$ cat src/design/fke_pkg.sv
// ----------------------------------------------------------------------------
// fke_pkg
// Shared types and constants for the IPv4 flow key extractor.
// ----------------------------------------------------------------------------
package fke_pkg;

	localparam logic [6:0] POS_MAX       = 7'd127;
	localparam logic [6:0] HDR_MIN_BYTES = 7'd20;
	localparam logic [3:0] XPORT_MAX     = 4'd8;

	localparam logic [7:0] PROTO_ICMP    = 8'd1;
	localparam logic [7:0] PROTO_TCP     = 8'd6;
	localparam logic [7:0] PROTO_UDP     = 8'd17;
	localparam logic [7:0] PROTO_DCCP    = 8'd33;
	localparam logic [7:0] PROTO_ESP     = 8'd50;
	localparam logic [7:0] PROTO_AH      = 8'd51;
	localparam logic [7:0] PROTO_IPCOMP  = 8'd108;
	localparam logic [7:0] PROTO_SCTP    = 8'd132;
	localparam logic [7:0] PROTO_UDPLITE = 8'd136;

	typedef enum logic [2:0] {
		CLS_NONE,
		CLS_PORTS,
		CLS_ICMP,
		CLS_ESP,
		CLS_AH,
		CLS_IPCOMP
	} fke_cls_t;

	typedef struct packed {
		fke_cls_t    cls;
		logic [7:0]  proto;
		logic [7:0]  tos;
		logic [31:0] src;
		logic [31:0] dst;
		logic [63:0] xbytes;
		logic [3:0]  xcount;
		logic        frag;
		logic        hdr_short;
	} fke_rec_t;

	function automatic fke_cls_t fke_classify(input logic [7:0] proto, input logic frag);
		fke_cls_t c;
		c = CLS_NONE;
		if (!frag) begin
			case (proto)
				PROTO_TCP, PROTO_UDP, PROTO_DCCP, PROTO_SCTP, PROTO_UDPLITE: c = CLS_PORTS;
				PROTO_ICMP:   c = CLS_ICMP;
				PROTO_ESP:    c = CLS_ESP;
				PROTO_AH:     c = CLS_AH;
				PROTO_IPCOMP: c = CLS_IPCOMP;
				default:      c = CLS_NONE;
			endcase
		end
		return c;
	endfunction

endpackage

$ cat src/design/fke_front.sv
// ----------------------------------------------------------------------------
// fke_front
// Byte intake: captures header fields and transport bytes, classifies the
// packet and pushes one record per packet on the last byte.
// ----------------------------------------------------------------------------
module fke_front (
	input  logic              clk,
	input  logic              arst_n,
	input  logic              in_valid,
	output logic              in_stall,
	input  logic [7:0]        data_byte,
	input  logic              last_byte,
	input  logic              q_full,
	output logic              push,
	output fke_pkg::fke_rec_t rec
);
	import fke_pkg::*;

	logic [6:0]  pos_q, pos_n;
	logic [3:0]  hw_q, hw_n;
	logic        frag_q, frag_n;
	logic [7:0]  proto_q, proto_n;
	logic [7:0]  tos_q, tos_n;
	logic [31:0] src_q, src_n;
	logic [31:0] dst_q, dst_n;
	logic [63:0] xb_q, xb_n;
	logic [3:0]  xc_q, xc_n;
	logic [6:0]  off, off_end;
	logic        cap;
	logic        acc;

	assign in_stall = q_full;
	assign acc      = in_valid && !in_stall;
	assign push     = acc && last_byte;

	always_comb begin
		hw_n    = hw_q;
		tos_n   = tos_q;
		proto_n = proto_q;
		src_n   = src_q;
		dst_n   = dst_q;
		frag_n  = frag_q;
		xb_n    = xb_q;
		xc_n    = xc_q;
		if (pos_q == 7'd0) begin
			hw_n = data_byte[3:0];
		end
		if (pos_q == 7'd1) begin
			tos_n = data_byte;
		end
		if (pos_q == 7'd6 && data_byte[5:0] != 6'd0) begin
			frag_n = 1'b1;
		end
		if (pos_q == 7'd7 && data_byte != 8'd0) begin
			frag_n = 1'b1;
		end
		if (pos_q == 7'd9) begin
			proto_n = data_byte;
		end
		if (pos_q >= 7'd12 && pos_q < 7'd16) begin
			src_n = {src_q[23:0], data_byte};
		end
		if (pos_q >= 7'd16 && pos_q < 7'd20) begin
			dst_n = {dst_q[23:0], data_byte};
		end
		off     = {1'b0, hw_n, 2'b00};
		off_end = off + 7'd8;
		cap     = (pos_q >= off) && (pos_q < off_end) && (xc_q < XPORT_MAX);
		if (cap) begin
			for (int i = 0; i < 8; i++) begin
				if (xc_q[2:0] == 3'(i)) begin
					xb_n[63 - 8 * i -: 8] = data_byte;
				end
			end
			xc_n = xc_q + 4'd1;
		end
		pos_n = (pos_q < POS_MAX) ? pos_q + 7'd1 : pos_q;
	end

	always_comb begin
		rec.cls       = fke_classify(proto_n, frag_n);
		rec.proto     = proto_n;
		rec.tos       = tos_n;
		rec.src       = src_n;
		rec.dst       = dst_n;
		rec.xbytes    = xb_n;
		rec.xcount    = xc_n;
		rec.frag      = frag_n;
		rec.hdr_short = pos_n < HDR_MIN_BYTES;
	end

	always_ff @(posedge clk or negedge arst_n) begin
		if (!arst_n) begin
			pos_q   <= '0;
			hw_q    <= '0;
			frag_q  <= 1'b0;
			proto_q <= '0;
			tos_q   <= '0;
			src_q   <= '0;
			dst_q   <= '0;
			xb_q    <= '0;
			xc_q    <= '0;
		end else if (acc) begin
			if (last_byte) begin
				pos_q   <= '0;
				hw_q    <= '0;
				frag_q  <= 1'b0;
				proto_q <= '0;
				tos_q   <= '0;
				src_q   <= '0;
				dst_q   <= '0;
				xb_q    <= '0;
				xc_q    <= '0;
			end else begin
				pos_q   <= pos_n;
				hw_q    <= hw_n;
				frag_q  <= frag_n;
				proto_q <= proto_n;
				tos_q   <= tos_n;
				src_q   <= src_n;
				dst_q   <= dst_n;
				xb_q    <= xb_n;
				xc_q    <= xc_n;
			end
		end
	end

	a_clear_after_last: assert property (@(posedge clk) disable iff (!arst_n)
		push |=> (pos_q == 7'd0 && xc_q == 4'd0 && xb_q == 64'd0))
		else $error("state not cleared after last byte");

	a_xc_bound: assert property (@(posedge clk) disable iff (!arst_n)
		xc_q <= XPORT_MAX)
		else $error("transport count overrun");

endmodule

$ cat src/design/fke_queue.sv
// ----------------------------------------------------------------------------
// fke_queue
// Two-entry record queue between intake and decode.
// ----------------------------------------------------------------------------
module fke_queue (
	input  logic              clk,
	input  logic              arst_n,
	input  logic              push,
	input  fke_pkg::fke_rec_t wr_rec,
	output logic              full,
	output logic              not_empty,
	input  logic              pop,
	output fke_pkg::fke_rec_t rd_rec
);
	import fke_pkg::*;

	fke_rec_t   mem_q [2];
	logic       wr_ptr_q;
	logic       rd_ptr_q;
	logic [1:0] cnt_q;

	assign full      = cnt_q == 2'd2;
	assign not_empty = cnt_q != 2'd0;
	assign rd_rec    = mem_q[rd_ptr_q];

	always_ff @(posedge clk) begin
		if (push) begin
			mem_q[wr_ptr_q] <= wr_rec;
		end
	end

	always_ff @(posedge clk or negedge arst_n) begin
		if (!arst_n) begin
			wr_ptr_q <= 1'b0;
			rd_ptr_q <= 1'b0;
			cnt_q    <= '0;
		end else begin
			if (push) begin
				wr_ptr_q <= ~wr_ptr_q;
			end
			if (pop) begin
				rd_ptr_q <= ~rd_ptr_q;
			end
			case ({push, pop})
				2'b10:   cnt_q <= cnt_q + 2'd1;
				2'b01:   cnt_q <= cnt_q - 2'd1;
				default: cnt_q <= cnt_q;
			endcase
		end
	end

	a_no_overflow: assert property (@(posedge clk) disable iff (!arst_n)
		!(push && full))
		else $error("push into full queue");

	a_no_underflow: assert property (@(posedge clk) disable iff (!arst_n)
		!(pop && !not_empty))
		else $error("pop from empty queue");

	a_cnt_bound: assert property (@(posedge clk) disable iff (!arst_n)
		cnt_q <= 2'd2)
		else $error("queue count out of range");

endmodule

$ cat src/design/fke_back.sv
// ----------------------------------------------------------------------------
// fke_back
// Transport decode by class and registered result output.
// ----------------------------------------------------------------------------
module fke_back (
	input  logic              clk,
	input  logic              arst_n,
	input  logic              q_not_empty,
	input  fke_pkg::fke_rec_t rec,
	output logic              pop,
	output logic              out_valid,
	input  logic              out_stall,
	output logic [7:0]        protocol,
	output logic [31:0]       src_addr,
	output logic [31:0]       dst_addr,
	output logic [7:0]        type_of_service,
	output logic [15:0]       src_port,
	output logic [15:0]       dst_port,
	output logic [7:0]        icmp_kind,
	output logic [7:0]        icmp_subcode,
	output logic [31:0]       security_index,
	output logic              is_fragment,
	output logic              too_short
);
	import fke_pkg::*;

	logic        vld_q;
	logic [7:0]  proto_q, tos_q, ity_q, icode_q;
	logic [31:0] src_q, dst_q, spi_q;
	logic [15:0] sport_q, dport_q;
	logic        frag_q, short_q;

	logic [3:0]  need;
	logic [31:0] hi32, lo32, spi;
	logic [15:0] sport, dport;
	logic [7:0]  ity, icode;
	logic        ok;

	assign pop = q_not_empty && (!vld_q || !out_stall);

	always_comb begin
		hi32  = rec.xbytes[63:32];
		lo32  = rec.xbytes[31:0];
		sport = '0;
		dport = '0;
		ity   = '0;
		icode = '0;
		spi   = '0;
		case (rec.cls)
			CLS_PORTS:  need = 4'd4;
			CLS_ICMP:   need = 4'd2;
			CLS_ESP:    need = 4'd4;
			CLS_AH:     need = 4'd8;
			CLS_IPCOMP: need = 4'd4;
			default:    need = 4'd0;
		endcase
		ok = rec.xcount >= need;
		if (ok) begin
			case (rec.cls)
				CLS_PORTS: begin
					sport = hi32[31:16];
					dport = hi32[15:0];
				end
				CLS_ICMP: begin
					ity   = hi32[31:24];
					icode = hi32[23:16];
				end
				CLS_ESP:    spi = hi32;
				CLS_AH:     spi = lo32;
				CLS_IPCOMP: spi = {16'd0, hi32[15:0]};
				default:    spi = '0;
			endcase
		end
	end

	always_ff @(posedge clk or negedge arst_n) begin
		if (!arst_n) begin
			vld_q <= 1'b0;
		end else if (pop) begin
			vld_q <= 1'b1;
		end else if (!out_stall) begin
			vld_q <= 1'b0;
		end
	end

	always_ff @(posedge clk) begin
		if (pop) begin
			proto_q <= rec.proto;
			src_q   <= rec.src;
			dst_q   <= rec.dst;
			tos_q   <= rec.tos;
			sport_q <= sport;
			dport_q <= dport;
			ity_q   <= ity;
			icode_q <= icode;
			spi_q   <= spi;
			frag_q  <= rec.frag;
			short_q <= rec.hdr_short || !ok;
		end
	end

	assign out_valid       = vld_q;
	assign protocol        = proto_q;
	assign src_addr        = src_q;
	assign dst_addr        = dst_q;
	assign type_of_service = tos_q;
	assign src_port        = sport_q;
	assign dst_port        = dport_q;
	assign icmp_kind       = ity_q;
	assign icmp_subcode    = icode_q;
	assign security_index  = spi_q;
	assign is_fragment     = frag_q;
	assign too_short       = short_q;

	a_pop_loads: assert property (@(posedge clk) disable iff (!arst_n)
		pop |=> vld_q)
		else $error("popped record not presented");

	a_frag_no_xport: assert property (@(posedge clk) disable iff (!arst_n)
		(vld_q && frag_q) |-> (sport_q == 16'd0 && dport_q == 16'd0 && spi_q == 32'd0))
		else $error("transport fields on fragment");

endmodule

$ cat src/design/ipv4_flow_key_extract_core.sv
// ----------------------------------------------------------------------------
// ipv4_flow_key_extract_core
// IPv4 five-tuple flow key extraction, one packet byte per transfer.
//
//   channel | signals                                   | dir
//   --------+-------------------------------------------+-----
//   in      | in_valid, in_stall, data_byte, last_byte  | in
//   out     | out_valid, out_stall, flow key fields     | out
//
// One byte per cycle is taken while the record queue has room.
// After the last byte's transfer the flow key is written to the record queue and
// then loaded into the output register once that register is free.
// A two-entry queue parts intake from decode; in_stall is the queue full flag.
// Reset clears all parse state, the queue pointers and the output valid; no clearing pass.
// ----------------------------------------------------------------------------
module ipv4_flow_key_extract_core (
	input  logic        clk,
	input  logic        arst_n,
	input  logic        in_valid,
	output logic        in_stall,
	input  logic [7:0]  data_byte,
	input  logic        last_byte,
	output logic        out_valid,
	input  logic        out_stall,
	output logic [7:0]  protocol,
	output logic [31:0] src_addr,
	output logic [31:0] dst_addr,
	output logic [7:0]  type_of_service,
	output logic [15:0] src_port,
	output logic [15:0] dst_port,
	output logic [7:0]  icmp_kind,
	output logic [7:0]  icmp_subcode,
	output logic [31:0] security_index,
	output logic        is_fragment,
	output logic        too_short
);
	import fke_pkg::*;

	fke_rec_t wr_rec, rd_rec;
	logic     push, pop, q_full, q_not_empty;

	fke_front u_front (
		.clk       (clk),
		.arst_n    (arst_n),
		.in_valid  (in_valid),
		.in_stall  (in_stall),
		.data_byte (data_byte),
		.last_byte (last_byte),
		.q_full    (q_full),
		.push      (push),
		.rec       (wr_rec)
	);

	fke_queue u_queue (
		.clk       (clk),
		.arst_n    (arst_n),
		.push      (push),
		.wr_rec    (wr_rec),
		.full      (q_full),
		.not_empty (q_not_empty),
		.pop       (pop),
		.rd_rec    (rd_rec)
	);

	fke_back u_back (
		.clk             (clk),
		.arst_n          (arst_n),
		.q_not_empty     (q_not_empty),
		.rec             (rd_rec),
		.pop             (pop),
		.out_valid       (out_valid),
		.out_stall       (out_stall),
		.protocol        (protocol),
		.src_addr        (src_addr),
		.dst_addr        (dst_addr),
		.type_of_service (type_of_service),
		.src_port        (src_port),
		.dst_port        (dst_port),
		.icmp_kind       (icmp_kind),
		.icmp_subcode    (icmp_subcode),
		.security_index  (security_index),
		.is_fragment     (is_fragment),
		.too_short       (too_short)
	);

endmodule

$ cat config.mk
export PLATFORM = sky130hd
export DESIGN_NAME = ipv4_flow_key_extract_core
export DESIGN_NICKNAME = d
export VERILOG_FILES = /design/src/design/fke_pkg.sv /design/src/design/fke_front.sv /design/src/design/fke_queue.sv /design/src/design/fke_back.sv /design/src/design/ipv4_flow_key_extract_core.sv
export SDC_FILE = /design/constraint.sdc
export NUM_CORES = 1
export LEC_CHECK = 0
export BUFFER_PORTS_ARGS = -buffer_cell sky130_fd_sc_hd__buf_2
export CAP_MARGIN = 20
export CELL_PAD_IN_SITES_DETAIL_PLACEMENT = 1
export CELL_PAD_IN_SITES_GLOBAL_PLACEMENT = 1
export CORE_MARGIN = 4
export CORE_UTILIZATION = 49
export CTS_BUF_LIST = sky130_fd_sc_hd__clkbuf_8
export DETAILED_ROUTE_END_ITERATION = 7
export PLACE_DENSITY_LB_ADDON = 0.1
export SLEW_MARGIN = 20
export SYNTH_ARGS = -nofsm -noshare
export SYNTH_HDL_FRONTEND = slang
export SYNTH_HIERARCHICAL = 1
export SYNTH_SLANG_ARGS = --single-unit
$ cat constraint.sdc
create_clock -name clk -period 16.3 [get_ports clk]
set_input_delay 0.815 -clock clk [delete_from_list [all_inputs] [get_ports clk]]
set_output_delay 0.815 -clock clk [all_outputs]
set_load 0.01 [all_outputs]
### Word-level counts from Yosys, hierarchy flattened

Memory sizes are Yosys's and may differ from the RTL's.
Cells that the tools add are included.

* bits in registers: 327
* latch bits: 0
* RAM bits: 306
* ROM bits: 0
* input port bits: 13
* output and inout port bits: 164
* memories: 1

* $add $sub $neg: 5
* $mul: 0
* div/mod/pow operators: 0
* magnitude comparators: 10
* equal/unequal tests: 29
* shift-type cells: 0
* mux-type cells: 36
* bitwise logic cells: 2
* reduce and logical (&&, ||, !) cells: 25

Memories
* u_queue.mem_q: words 2, width 153, read ports 1, clocked after Yosys merged registers in 0, wr ports 1, line fke_queue.sv:17 `fke_rec_t mem_q [2];`

Operator list (number)
* 2-to-1 mux 32 bit: 4
* 2-to-1 mux 64 bit: 2
* 2-to-1 mux 8 bit: 12
* one-hot mux 32 bit (3 select lines): 1
* equality test 8 x 6 -> 1 bit (second input constant): 3
* < comparator 7 x 5 -> 1 bit (second input constant): 3
* equality test 3 bit (second input constant): 6
* equality test 8 bit (second input constant): 2
* 2-to-1 mux 4 bit: 4
* one-hot mux 3 bit (5 select lines): 1
* equality test 7 x 3 -> 1 bit (second input constant): 2
* 2-to-1 mux 7 bit: 2
* equality test 3 x 2 -> 1 bit (second input constant): 4
* one-hot mux 4 bit (3 select lines): 1
* logical AND 1 bit: 9
* equality test 8 x 1 -> 1 bit (second input constant): 1
* equality test 8 x 3 -> 1 bit (second input constant): 1
* equality test 8 x 5 -> 1 bit (second input constant): 1
* equality test 8 x 7 -> 1 bit (second input constant): 1
* nonzero test 8 bit: 1
* adder 6 x 4 -> 7 bit (second input constant): 1
* adder 7 x 1 -> 7 bit (second input constant): 1
* equality test 7 x 1 -> 1 bit (second input constant): 1
* equality test 7 x 4 -> 1 bit (second input constant): 1
* 27 further kinds: 42

### Logic depth before layout (Yosys ltp)

* word-level depth: 8
* gate-level depth with buffers: 15
* depth with buffers taken out: 13

### By module

Netlist, hierarchy kept.

By module, submodules not included
* fke_queue: instances 1, cells each 492, area an instance 11458.5 um2, sequential area each 9288.9 um2
* fke_front: instances 1, cells each 938, area an instance 9496.6 um2, sequential area each 4003.8 um2
* fke_back: instances 1, cells each 379, area an instance 6648.9 um2, sequential area each 4889.7 um2

### Worst setup path before layout

Ideal clock, no wire load.

* path type: input-to-reg
* start point: input port out_stall
* end point: register u_queue.cnt_q[1]
* library setup time: 0.079 ns
* arrival time: 14.664 ns
* slack: 1.557 ns
* stages on the path: 4
* cells stage by stage: a21boi_0 > ha_1 > nor2_1 > xor2_1

* longest elaborated chain between the ends: 5
* elaborated cells on any way between the ends: 7

RTL lines
* start: declaration: line ipv4_flow_key_extract_core.sv:24 `input logic out_stall,`
* zero test 1 bit *: line fke_back.sv:39 `assign pop = q_not_empty && (!vld_q || !out_stall);`
* logical OR 1 bit *: line fke_back.sv:39
* logical AND 1 bit *: line fke_back.sv:39
* equality test 2 x 1 -> 1 bit / equality test 2 bit (equally long branches): line fke_queue.sv:44 `case ({push, pop})`
* one-hot mux 2 bit (2 select lines) / nonzero test 2 bit (equally long branches)
* end signal: assignment: line fke_queue.sv:45 `2'b10: cnt_q <= cnt_q + 2'd1;`
* end signal: assignment: line fke_queue.sv:46 `2'b01: cnt_q <= cnt_q - 2'd1;`
* end signal: assignment: line fke_queue.sv:47 `default: cnt_q <= cnt_q;`
* end: declaration: line fke_queue.sv:20 `logic [1:0] cnt_q;`

Mark *: on every way between the ends. The rest lies on a longest branch, timed or not.
A chain may end at the register's enable or synchronous reset.

==> flow_summary.yaml <==
synth:
  yosysTopAreaCellShare_pct: 50.91
  yosysMostFrequentCell: "edfxtp_1"
  synthCells: 1809
  yosysWarningCount: 6
  ys_seq_area_share_pct: 65.87
  synth_top_area_cell: "edfxtp_1"
  synth_seq_cells: 633
  ys_types: 73
  synth-edff-count: 468
  synth_flop_cell: "edfxtp_1"
  avgSynthCellArea_um2: 15.26
  synthesis.area_um2: 27600
  netlist_top_cells_area: "edfxtp_1, dfrtp_1, mux2_2, mux2_4, a22o_1"
  synthTopCellsByCount: "edfxtp_1, mux2_2, dfrtp_1, nand2_1, inv_1"
  synth_nets: 1844
  async_reset_ff_share_pct: 26.07
global_route:
  grt_use_met2_pct: 36.85
  grt_pass1_vias: 17780
  antenna_found_initial: 1
  grt_max_degree: 71
  grt_util_met1_pct: 33.53
  track_usage_pct: 23.22
  overflow: 0
  busiest_layer: "met2"
  grtUsageMet3_pct: 3.598
  grt_pass1_wl_mm: 108.3
final_layout:
  fin_util_pct: 55.73
  synthToLayoutAreaGrowth_pct: 11.88
  drive_gt1_share_pct: 33.19
  nFillCells: 5312
  fin_nets: 2003
drt:
  vias_per_cell: 5.889
  drt_iter0_markers: 1115
  drtAntennaViolNets: 0
  first_pass_iters: 5
  drt-wirelength-per-cell_um: 24.86
  drc: 0
  vias: 16520
  routed_wl_mm: 69.72
power_and_ir_drop:
  ir_worst_vdd_v: 0.0001465
  pwr-share-clk_pct: 23.5
  combPwrFrac_pct: 32.6
  intPower_mw: 3.550
  p_per_area_nw_per_um2: 177.6
  total_power_mw: 5.484
  switching_share_pct: 35.27
  power_switching_mw: 1.934
  seq_power_share_pct: 43.9
  leakagePower_nw: 12.14
floorplanning:
  coreArea_um2: 55420
  chipHeight_um: 245.4
  ios: 177
  rows: 86
  die_w_um: 245.4
  initial_core_util_pct: 49.81
  die_area_um2: 60200
timing:
  worstMarginPinSlew_ns: 1.105
  drv_slew: 0
  rsz0062_at_grt: "no"
  finClkSkew_ns: 0.02499
  finalSetupViolations: 0
  fmax_mhz: 217.3
  period_minus_slack_ns: 4.601
  finalHoldViolCount: 0
  relSlewSlack_pct: 26.20
  setup_tns_ns: 0
  period_share_pct: 28.23
clock_network:
  cts_resized: 0
  post-cts-setup-buffers: 0
  cts_tree: "yes"
  numCtsBuffers: 104
  clkSlewWorstSetupHoldPaths_ns: 0.06
  cts-root-buf: "clkbuf_8"
  cts_max_level: 3
  clk_latency_ns: 0.70
  cts.hold.buffers_added: 0
  cts_buffer_depth: 3
  clock-sinks: 633
setup_path:
  startpoint_type: "flip-flop"
  arrival_ns: 5.03
  cp.required_ns: 16.73
  cp_slowest_stage_delay_ns: 0.54
  crit_family: "simple AND/OR/NAND/NOR gates"
  crit_chain: "nor3_2 > nand3_1 > mux2i_1 > inv_1 > ha_1 > xor2_1 > ha_1 > a21o_1 > nand2_1 > o2111a_1 > buf_4 > nand3_1 > mux2_2"
  path_max_fanout: 51
  crit_path_top_delay_cell: "dfrtp_1"
  crit_buf_inv: 2
  regToRegSetupSlack_ns: 11.70
  end_kind: "flip-flop"
  critical_path_class: "reg -> reg"
job:
  cap_viol_max_count: 0
hold_path:
  worst_hold_path_type: "in -> async"
place:
  dp_hpwl_mm: 42.26
  place_congestion: 0.8002
  io_buffers: 176
outcome:
  outcome: "complete, no violations"
## placed cells by master, fill, tap and decap left out, drive strengths merged, types with 3 or more instances in the layout
cell,n
a221o,17
a21oi,10
clkinv,14
o311a,19
dfrtp,165
xor2,6
nor2b,5
buf,203
o211ai,21
mux2,284
o311ai,34
nor3,11
nor4,4
and2,7
a211o,4
nand4,13
a22oi,32
a21o,7
clkbuf,119
edfxtp,468
nor4bb,4
o2111ai,3
mux2i,5
a22o,82
nand2,94
a31oi,6
and3,8
inv,143
nand3,60
ha,22
nand2b,3
nor2,21
a211oi,82
xnor2,5
or3b,4
o21ai,36
## power by group through the flow
stage / clock, mW / sequential (mW) / combinational, mW
global placement: 0 / 2.42 / 1.74
finish: 1.29 / 2.41 / 1.79
CTS: 1.33 / 2.41 / 1.80
global route: 1.40 / 2.45 / 1.93
floorplan: 0 / 2.57 / 1.19
detailed placement: 0 / 2.44 / 1.78
## kinds of logic (layout without fill, tap and decap cells)
logic type | after synthesis | count (layout) | share of synthesized area (%)
flops | 633 | 633 | 65.87
simple gates | 250 | 250 | 4.696
compound gates | 370 | 370 | 11.50
fa+ha+maj | 22 | 22 | 0.9972
xor+xnor | 11 | 11 | 0.3490
other cells | 0 | 2 | 0
buf+inv | 234 | 480 | 4.007
mux | 289 | 289 | 12.58
## routing by layer
layer / vias to the layer above / wire, µm
met1: 8645 / 31880
met3: 91 / 3484
met4: 0 / 1402
met2: 435 / 32960
met5: - / 0
li1: 7348 / -
## flip-flops by register name (all words and copies together), names as in the netlist, 2 cells and up
register / count
u_back/dst_addr: 32
u_back/dst_port: 16
u_back/icmp_kind: 8
u_back/icmp_subcode: 8
u_back/protocol: 8
u_back/security_index: 32
u_back/src_addr: 32
u_back/src_port: 16
u_back/type_of_service: 8
u_front/dst_q: 32
u_front/hw_q: 4
u_front/pos_q: 7
u_front/proto_q: 8
u_front/src_q: 32
u_front/tos_q: 8
u_front/xb_q: 64
u_front/xc_q: 4
u_queue/cnt_q: 2
u_queue/mem_q: 306
## worst reg2reg max path, cell delays in order, from the launching register on
cell and delay (ns):
dfrtp_1 0.54, nor3_2 0.38, nand3_1 0.29, mux2i_1 0.34, inv_1 0.09, ha_1 0.21
xor2_1 0.16, ha_1 0.32, a21o_1 0.19, nand2_1 0.14, o2111a_1 0.20, buf_4 0.45
nand3_1 0.56, mux2_2 0.48
## area by class of cell
type,count,area (µm²),area share (%)
clock inverters,74,311.5,1.009
diodes,2,5.005,0.01620
clock buffers,119,1638,5.303
inverters,84,315.3,1.021
multi-input cells,942,8396,27.18
well taps,748,935.9,3.030
repair buffers,203,1097,3.553
flip-flops and latches,633,18190,58.88
## final timing paths
kind,startpoint,end,depth (start not counted)
min reg2reg,u_queue/cnt_q[1],u_queue/cnt_q[1],1
max,u_front/pos_q[4],u_queue/mem_q[0][26],13
max reg2reg,u_front/pos_q[4],u_queue/mem_q[0][26],13
max in group asynchronous,arst_n,u_front/src_q[21],2
min in group clk,out_stall,u_back/out_valid,2
min,arst_n,u_front/xb_q[3],1
## per-stage QoR
| step | hold slack, ns | setup WS [ns] | cell area [µm²] | instances |
|---|---|---|---|---|
| detailed placement | 0.4755 | 11.59 | 28920 | 2610 |
| global placement | 0.4671 | 11.68 | 28890 | 2609 |
| floorplan | 0.4474 | 1.557 | 27600 | 1809 |
| global route | 0.1511 | 11.36 | 30880 | 2804 |
| finish | 0.1197 | 11.70 | 30880 | 2805 |
| CTS | 0.08682 | 11.60 | 30860 | 2803 |
No activity file was read; power rests on OpenSTA's default activity.
